$ cat config.mk
export PLATFORM = sky130hd
export DESIGN_NAME = two_gate_speed_meter
export DESIGN_NICKNAME = d
export VERILOG_FILES = /design/src/hw/rtl/tgsm_pkg.sv /design/src/hw/rtl/two_gate_speed_meter.sv /design/src/hw/rtl/tgsm_divider.sv
export SDC_FILE = /design/constraint.sdc
export NUM_CORES = 1
export LEC_CHECK = 0
export BUFFER_PORTS_ARGS = -buffer_cell sky130_fd_sc_hd__buf_2
export CAP_MARGIN = 20
export CORE_AREA = 2 2 244 246
export CTS_BUF_LIST = sky130_fd_sc_hd__clkbuf_4
export DETAILED_ROUTE_END_ITERATION = 12
export DIE_AREA = 0 0 246 248
export PLACE_DENSITY_LB_ADDON = 0.1
export SLEW_MARGIN = 30
export SYNTH_ARGS = -nofsm -noshare
export SYNTH_HDL_FRONTEND = slang
export SYNTH_SLANG_ARGS = --single-unit
$ cat constraint.sdc
create_clock -name i_clk -period 13.9 [get_ports i_clk]
set_clock_uncertainty 0.05 [all_clocks]
set_input_delay 1.39 -clock i_clk [delete_from_list [all_inputs] [get_ports i_clk]]
set_output_delay 1.39 -clock i_clk [all_outputs]
set_load 0.005 [all_outputs]
$ cat src/hw/rtl/tgsm_pkg.sv
// Shared types and constants of the two-gate speed meter.
package tgsm_pkg;

    // Field widths fixed by the interface
    localparam int CMD_W       = 2;
    localparam int EVT_TIME_W  = 32;
    localparam int DIST_W      = 16;
    localparam int SPEED_W     = 32;
    localparam int CFG_W       = 32;
    localparam int CFG_IDX_W   = 2;

    // Timer width default
    localparam int TIME_BITS_DEFAULT = 32;

    // distance * 1e6 fits in 36 bits (65535 * 1000000 < 2^36)
    localparam int US_W          = 20;
    localparam int DIVIDEND_W    = DIST_W + US_W;
    localparam logic [US_W-1:0] US_PER_SECOND = US_W'(1000000);

    localparam logic [SPEED_W-1:0] SPEED_MAX = '1;

    // Register reset values
    localparam logic [DIST_W-1:0] GATE_DISTANCE_RST = DIST_W'(1000);
    localparam logic [CFG_W-1:0]  SPEED_LIMIT_RST   = CFG_W'(3000);
    localparam logic [CFG_W-1:0]  LOCKOUT_US_RST    = CFG_W'(50000);

    // Event kinds
    typedef enum logic [CMD_W-1:0] {
        CMD_NONE  = 2'd0,
        CMD_ENTRY = 2'd1,
        CMD_EXIT  = 2'd2,
        CMD_BOTH  = 2'd3
    } t_cmd;

    // Configuration register indexes
    typedef enum logic [CFG_IDX_W-1:0] {
        CFG_GATE_DISTANCE = 2'd0,
        CFG_SPEED_LIMIT   = 2'd1,
        CFG_LOCKOUT_US    = 2'd2
    } t_cfg_idx;

    // Controller states
    typedef enum logic [1:0] {
        S_IDLE,
        S_EVAL,
        S_DIV,
        S_EMIT
    } t_state;

endpackage

$ cat src/hw/rtl/two_gate_speed_meter.sv
// Two-gate speed meter: lockout filter, entry/exit timing and serial speed division.
//
// Input channel: i_in_valid with i_command / i_event_time; a transfer happens on a
// rising edge with i_in_valid high and o_in_stall low. Output channel: o_out_valid with
// o_accepted, o_measured, o_speed_centi, o_over_limit; a transfer happens with
// o_out_valid high and i_out_stall low. Exactly one result per input event.
// Configuration: i_cfg_valid / o_cfg_ready (always ready) with i_cfg_index and
// i_cfg_data; write only while no event is in flight.
// Events that measure nothing pass from the input transfer through the evaluate and
// emit states into the output register. A counted exit event runs the bit-serial
// divider, one quotient bit per cycle over the 36-bit dividend, before it is emitted.
// One event is worked on at a time: the next input transfer can follow once the
// result is loaded into the output register.
// The output register holds a result while i_out_stall is high; the next event is
// still taken, but its result waits in the controller until the register frees.
// Synchronous active-low reset restores the registers to 1000 / 3000 / 50000 and
// clears the last counted and entry times; no clearing pass is needed.
module two_gate_speed_meter
    import tgsm_pkg::*;
#(
    parameter int TIME_BITS = TIME_BITS_DEFAULT
) (
    input  logic                  i_clk,
    input  logic                  i_rst_n,
    // event input
    input  logic                  i_in_valid,
    output logic                  o_in_stall,
    input  logic [CMD_W-1:0]      i_command,
    input  logic [EVT_TIME_W-1:0] i_event_time,
    // result output
    output logic                  o_out_valid,
    input  logic                  i_out_stall,
    output logic                  o_accepted,
    output logic                  o_measured,
    output logic [SPEED_W-1:0]    o_speed_centi,
    output logic                  o_over_limit,
    // configuration writes
    input  logic                  i_cfg_valid,
    output logic                  o_cfg_ready,
    input  logic [CFG_IDX_W-1:0]  i_cfg_index,
    input  logic [CFG_W-1:0]      i_cfg_data
);

    localparam int CMP_W = (TIME_BITS > CFG_W) ? TIME_BITS : CFG_W;

    t_state                r_state, n_state;

    logic [DIST_W-1:0]     r_gate_distance;
    logic [CFG_W-1:0]      r_speed_limit;
    logic [CFG_W-1:0]      r_lockout_us;

    logic [TIME_BITS-1:0]  r_last_time;
    logic [TIME_BITS-1:0]  r_entry_time;

    t_cmd                  r_cmd;
    logic [TIME_BITS-1:0]  r_time;
    logic                  r_acc;
    logic                  r_meas;
    logic [SPEED_W-1:0]    r_speed;

    logic                  r_out_valid;
    logic                  r_out_acc;
    logic                  r_out_meas;
    logic [SPEED_W-1:0]    r_out_speed;
    logic                  r_out_over;

    logic [TIME_BITS-1:0]  since;
    logic                  counted;
    logic                  is_entry;
    logic                  is_exit;
    logic [TIME_BITS-1:0]  interval;
    logic [DIVIDEND_W-1:0] dividend;
    logic                  div_start;
    logic                  div_busy;
    logic                  div_done;
    logic [SPEED_W-1:0]    div_quo;
    logic                  in_xfer;
    logic                  out_free;

    assign in_xfer  = i_in_valid && !o_in_stall;
    assign out_free = !r_out_valid || !i_out_stall;

    // Event decode; both flags count as entry
    always_comb begin
        is_entry = 1'b0;
        is_exit  = 1'b0;
        unique case (r_cmd) inside
            CMD_ENTRY, CMD_BOTH: is_entry = 1'b1;
            CMD_EXIT:            is_exit  = 1'b1;
            default:             ;
        endcase
    end

    // Lockout check and speed operands
    always_comb begin
        since    = r_time - r_last_time;
        counted  = (CMP_W'(since) > CMP_W'(r_lockout_us));
        interval = r_time - r_entry_time;
        dividend = DIVIDEND_W'(r_gate_distance) * DIVIDEND_W'(US_PER_SECOND);
    end

    // Next state
    always_comb begin
        n_state   = r_state;
        div_start = 1'b0;
        unique case (r_state)
            S_IDLE: begin
                if (in_xfer) n_state = S_EVAL;
            end
            S_EVAL: begin
                if (counted && is_exit) begin
                    div_start = 1'b1;
                    n_state   = S_DIV;
                end else begin
                    n_state = S_EMIT;
                end
            end
            S_DIV: begin
                if (div_done) n_state = S_EMIT;
            end
            S_EMIT: begin
                if (out_free) n_state = S_IDLE;
            end
            default: n_state = S_IDLE;
        endcase
    end

    // State register
    always_ff @(posedge i_clk) begin
        if (!i_rst_n) begin
            r_state <= S_IDLE;
        end else begin
            r_state <= n_state;
        end
    end

    assign o_in_stall  = (r_state != S_IDLE);
    assign o_cfg_ready = 1'b1;

    // Configuration registers
    always_ff @(posedge i_clk) begin
        if (!i_rst_n) begin
            r_gate_distance <= GATE_DISTANCE_RST;
            r_speed_limit   <= SPEED_LIMIT_RST;
            r_lockout_us    <= LOCKOUT_US_RST;
        end else if (i_cfg_valid && o_cfg_ready) begin
            unique case (t_cfg_idx'(i_cfg_index))
                CFG_GATE_DISTANCE: r_gate_distance <= i_cfg_data[DIST_W-1:0];
                CFG_SPEED_LIMIT:   r_speed_limit   <= i_cfg_data;
                CFG_LOCKOUT_US:    r_lockout_us    <= i_cfg_data;
                default:           ;
            endcase
        end
    end

    // Gate timing state
    always_ff @(posedge i_clk) begin
        if (!i_rst_n) begin
            r_last_time  <= '0;
            r_entry_time <= '0;
        end else if (r_state == S_EVAL && counted) begin
            r_last_time <= r_time;
            if (is_entry) r_entry_time <= r_time;
        end
    end

    // Event capture and per-event result
    always_ff @(posedge i_clk) begin
        if (in_xfer) begin
            r_cmd  <= t_cmd'(i_command);
            r_time <= TIME_BITS'(i_event_time);
        end
        if (r_state == S_EVAL) begin
            r_acc   <= counted;
            r_meas  <= counted && is_exit;
            r_speed <= '0;
        end
        if (r_state == S_DIV && div_done) begin
            r_speed <= div_quo;
        end
    end

    tgsm_divider #(
        .TIME_BITS (TIME_BITS)
    ) u_div (
        .i_clk      (i_clk),
        .i_rst_n    (i_rst_n),
        .i_start    (div_start),
        .i_dividend (dividend),
        .i_divisor  (interval),
        .o_busy     (div_busy),
        .o_done     (div_done),
        .o_quotient (div_quo)
    );

    // Output register
    always_ff @(posedge i_clk) begin
        if (!i_rst_n) begin
            r_out_valid <= 1'b0;
        end else if (r_state == S_EMIT && out_free) begin
            r_out_valid <= 1'b1;
        end else if (!i_out_stall) begin
            r_out_valid <= 1'b0;
        end
    end

    always_ff @(posedge i_clk) begin
        if (r_state == S_EMIT && out_free) begin
            r_out_acc   <= r_acc;
            r_out_meas  <= r_meas;
            r_out_speed <= r_speed;
            r_out_over  <= r_meas && (r_speed > r_speed_limit);
        end
    end

    assign o_out_valid   = r_out_valid;
    assign o_accepted    = r_out_acc;
    assign o_measured    = r_out_meas;
    assign o_speed_centi = r_out_speed;
    assign o_over_limit  = r_out_over;

    // Divider only runs while the controller waits on it
    a_div_in_state: assert property (@(posedge i_clk) disable iff (!i_rst_n)
        div_busy |-> (r_state == S_DIV))
        else $error("divider running outside S_DIV");

    // A new result is only loaded from the emit state
    a_emit_source: assert property (@(posedge i_clk) disable iff (!i_rst_n)
        $rose(o_out_valid) |-> ($past(r_state) == S_EMIT))
        else $error("result appeared without emit");

    // A measurement implies the event was counted
    a_meas_counted: assert property (@(posedge i_clk) disable iff (!i_rst_n)
        (o_out_valid && o_measured) |-> o_accepted)
        else $error("measurement from a locked-out event");

    // Over-limit only flags measured results
    a_over_meas: assert property (@(posedge i_clk) disable iff (!i_rst_n)
        (o_out_valid && o_over_limit) |-> o_measured)
        else $error("over-limit without measurement");

endmodule

$ cat src/hw/rtl/tgsm_divider.sv
// Bit-serial restoring divider: one quotient bit per cycle, saturated to 32 bits.
module tgsm_divider
    import tgsm_pkg::*;
#(
    parameter int TIME_BITS = TIME_BITS_DEFAULT
) (
    input  logic                  i_clk,
    input  logic                  i_rst_n,
    input  logic                  i_start,
    input  logic [DIVIDEND_W-1:0] i_dividend,
    input  logic [TIME_BITS-1:0]  i_divisor,
    output logic                  o_busy,
    output logic                  o_done,
    output logic [SPEED_W-1:0]    o_quotient
);

    localparam int CNT_W = $clog2(DIVIDEND_W + 1);

    logic                  r_busy;
    logic                  r_done;
    logic [CNT_W-1:0]      r_count;
    logic [DIVIDEND_W-1:0] r_quo;     // dividend bits shift out, quotient bits shift in
    logic [TIME_BITS-1:0]  r_rem;
    logic [TIME_BITS-1:0]  r_divisor;

    logic [TIME_BITS:0]    rem_sh;
    logic [TIME_BITS:0]    rem_diff;
    logic                  fits;

    // One restoring step
    always_comb begin
        rem_sh   = {r_rem, r_quo[DIVIDEND_W-1]};
        rem_diff = rem_sh - {1'b0, r_divisor};
        fits     = (rem_sh >= {1'b0, r_divisor});
    end

    // Control
    always_ff @(posedge i_clk) begin
        if (!i_rst_n) begin
            r_busy  <= 1'b0;
            r_done  <= 1'b0;
            r_count <= '0;
        end else begin
            r_done <= 1'b0;
            if (i_start) begin
                r_busy  <= 1'b1;
                r_count <= CNT_W'(DIVIDEND_W);
            end else if (r_busy) begin
                r_count <= r_count - 1'b1;
                if (r_count == CNT_W'(1)) begin
                    r_busy <= 1'b0;
                    r_done <= 1'b1;
                end
            end
        end
    end

    // Datapath; a zero divisor yields all ones, which saturates
    always_ff @(posedge i_clk) begin
        if (i_start) begin
            r_quo     <= i_dividend;
            r_rem     <= '0;
            r_divisor <= i_divisor;
        end else if (r_busy) begin
            r_quo <= {r_quo[DIVIDEND_W-2:0], fits};
            r_rem <= fits ? rem_diff[TIME_BITS-1:0] : rem_sh[TIME_BITS-1:0];
        end
    end

    assign o_busy     = r_busy;
    assign o_done     = r_done;
    assign o_quotient = (|r_quo[DIVIDEND_W-1:SPEED_W]) ? SPEED_MAX : r_quo[SPEED_W-1:0];

    // A finish is only signaled after a run
    a_done_after_busy: assert property (@(posedge i_clk) disable iff (!i_rst_n)
        r_done |-> $past(r_busy))
        else $error("divider done without a run");

    // A start never lands on a run in progress
    a_no_restart: assert property (@(posedge i_clk) disable iff (!i_rst_n)
        i_start |-> !r_busy)
        else $error("divider restarted while busy");

endmodule

==> reports/results.txt <==
Hold Path Stages: 0
PostCTS Resize Cnt: 0
CTS H-tree lvls: 3
Final Wtd Congestion: 0.844
Rows: 89
Worst-Margin Slew: 0.940 ns
Nets: 3034
Seq/Total Area, Yosys: 38.2%
R2R cell count: 27
Maximum clock path buffer count: 3
WL/cell: 17.5 um
Initial Utilization: 39.5%
Pre-antenna DRT Iters: 5
I/O pins: 111
Crit path max fanout: 87
Synth Instances: 2500
Non-filler instance count after layout: 3496
Die Ht: 248 um
Clock Pin Slew Worst Setup and Hold Paths: 0.07 ns
Yosys reg bits: 358
Antenna violations before repair: 8
Min-Delay Path Class: reg -> reg
Critical Path RT: 14.55 ns
Final Cycle Share: 50.0%
Area grow syn2layout: 11.8%
Tmin final: 6.95 ns
R2r startpoint: r_time[0]
Final Hold Vio Count: 0
FF-to-FF End: u_div.r_quo[27]
Crit path DAT: 7.60 ns
Die Span X: 246 um
Initial drt markers: 1001
PwrDens: 199 mW/mm^2
Drt drc: 0
Syn_nets: 2901
Hold Crit Start: r_acc
CTS hold repair buffers: 0
Post-synth EDFFs: 165
Slew headroom: 37.3%
Vias/cell: 5.10
GRT Util Overall: 20.2%
Total Wirelength: 61300 um
Setup Viol. Count Final: 0
RSZ-0062 raised after global routing: false
# port buffers: 109
Worst setup SP type: register
Clk sinks: 358
Synth unique cells: 70
Worst skew pair latency: 0.87 ns
FILL cells: 5807
Max-slew violations: 0
Die area: 0.0610 sq mm
DR vias: 17800
Total grt overflow: 0
Min Hold Slack: 0.371 ns
Setup crit end kind: register
Share of layout cells above drive strength 1: 11.6%
Placed Instances: 3304
Post-CTS setup repair buffer count: 0
First-pass GRT wire length: 95700 um
Vias in the first global route: 17200
Hpwl dp: 46800 um
Syn. warnings: 0
CTS tree: done
Syn_area_per_cell: 9.23 sq um
Post-synthesis cell area: 0.0231 sq mm
Setup TNS: 0 ns
FFs w/ async S/R, synth: 0%
Root Driver: clkbuf_4
TritonCTS buffer count: 100
Leakage power: 11.1 nW
Worst slack, placed: 7.02 ns
Crit Path Class: reg -> reg
Synth Flop Type: dfxtp_1
Worst reg-to-reg setup slack: 6.95 ns
VDD IR max: 0.0884 mV
Routed Antenna Nets: 0
Layout Utilization: 44.1%
Multi-input logic area: 0.0129 sq mm
Largest net degree at the start of global routing: 88
Core box area: 0.0585 sq mm
Max cap viols: 0
FF/Latch Area: 0.00882 sq mm
Status: completed
FMAX: 144 MHz
Hold Path End: o_accepted
Worst setup margin: 6.95 ns
-- power by group --
part / internal, mW / total [mW] / switching [mW] / leakage, nW
sequential: 1.38 / 1.54 / 0.155 / 3.12
combinational: 1.03 / 2.55 / 1.53 / 7.17
clock: 0.565 / 1.04 / 0.475 / 0.821
total: 2.98 / 5.13 / 2.16 / 11.1
-- cell usage after synthesis (16+ instances only) --
| library cell | number | area share [%] |
|---|---|---|
| xnor2_1 | 73 | 2.8 |
| nand2_1 | 255 | 4.1 |
| fa_1 | 58 | 5.0 |
| dfxtp_1 | 193 | 17 |
| edfxtp_1 | 165 | 21 |
| nor2_1 | 153 | 2.5 |
| mux2i_1 | 42 | 1.8 |
| o21ai_0 | 162 | 3.5 |
| inv_1 | 273 | 4.4 |
| nand4_1 | 32 | 0.87 |
| o211ai_1 | 30 | 0.98 |
| nor3_1 | 28 | 0.61 |
| o21a_1 | 25 | 0.81 |
| clkbuf_1 | 76 | 1.2 |
| and3_1 | 16 | 0.43 |
| nand3_1 | 88 | 1.9 |
| nor2b_1 | 65 | 1.8 |
| nand2b_1 | 17 | 0.46 |
| xor2_1 | 35 | 1.3 |
| a21oi_1 | 150 | 3.3 |
| ha_1 | 270 | 15 |
| a21o_1 | 60 | 2.0 |
| a21boi_0 | 69 | 2.2 |
-- per-stage QoR --
step | power (mW) | area, sq um
after floorplan | 3.41 | 23100
after global placement | 4.07 | 24400
after detailed placement | 4.10 | 24400
after CTS | 5.18 | 25800
after global routing | 5.59 | 25800
final | 5.13 | 25800
-- routing by layer --
layer	GRT usage (%)	share of wire [%]	wire length (um)	vias to the layer above
met2	30.7	43	26400	329
met3	3.59	5.0	3060	82
li1	-	-	-	9001
met4	5.29	1.7	1020	0
met1	29.4	50	30900	8431
met5	0	0	0	-
-- critical path, stage by stage, from the launching register on --
cell	delay, ns
edfxtp_1	0.38
inv_1	0.12
ha_1	0.20
inv_1	0.06
fa_1	0.42
a211oi_1	0.23
nor2_1	0.10
o31ai_1	0.44
o21ai_0	0.24
nor2_1	0.26
o211ai_1	0.20
nand4_1	0.15
and2_1	0.16
o21ai_0	0.12
xor2_1	0.16
ha_1	0.30
nand4_1	0.16
nor3_1	0.25
o21ai_0	0.15
o211a_1	0.13
o21ai_1	0.11
nand3_2	0.09
buf_4	0.33
or3b_2	0.52
buf_4	0.40
inv_4	0.58
o21ai_0	0.22
o21ai_0	0.18
-- registers in the layout, summed over array words and instances, names as in the netlist, 32 cells and up --
| register | count |
|---|---|
| o_speed_centi | 32 |
| r_speed_limit | 32 |
| r_lockout_us | 32 |
| u_div.r_divisor | 32 |
| r_entry_time | 32 |
| r_time | 32 |
| r_last_time | 32 |
| u_div.r_quo | 36 |
| r_speed | 32 |
| u_div.r_rem | 32 |
-- placed cells by master, fill, tap and decap left out, drive strengths merged, types with 125 or more instances in the layout --
cell type,n
a21oi,150
buf,125
clkbuf,155
dfxtp,193
edfxtp,165
ha,270
inv,275
nand2,255
nor2,154
o21ai,177
-- worst max-delay path by stage --
| stage | startpoint | end | slack [ns] | cells past startpoint |
|---|---|---|---|---|
| 2_1_floorplan | r_gate_distance[3] | u_div.r_quo[35] | 8.05 | 21 |
| 3_3_place_gp | r_time[0] | u_div.r_quo[27] | 6.79 | 27 |
| 3_5_place_dp | r_time[0] | u_div.r_quo[27] | 7.02 | 27 |
| 4_1_cts | r_time[0] | u_div.r_quo[27] | 7.01 | 27 |
| 5_1_grt | r_time[0] | u_div.r_quo[27] | 6.10 | 27 |
| 6_report | r_time[0] | u_div.r_quo[27] | 6.95 | 27 |
-- kinds of logic after synthesis --
family / count (synthesis) / synth area share, %
other: 1 / 0.0162
AOI/OAI and AO/OA: 598 / 16.1
DFF: 358 / 38.2
and+or+nand+nor: 697 / 14.0
xor gates and xnor gates: 108 / 4.10
buffers and inverters: 368 / 6.07
adders and majority gates: 328 / 19.7
muxes: 42 / 1.82
-- cell type report --
cell class	count	area share, %
multi-input cells	1774	50.0
clock inverters	34	0.883
repair buffers	125	2.65
diodes	3	0.0291
inverters	274	4.00
well taps	773	3.75
flip-flops and latches	358	34.2
clock buffers	155	4.51
Note: power is estimated with default switching activity, not from simulation.
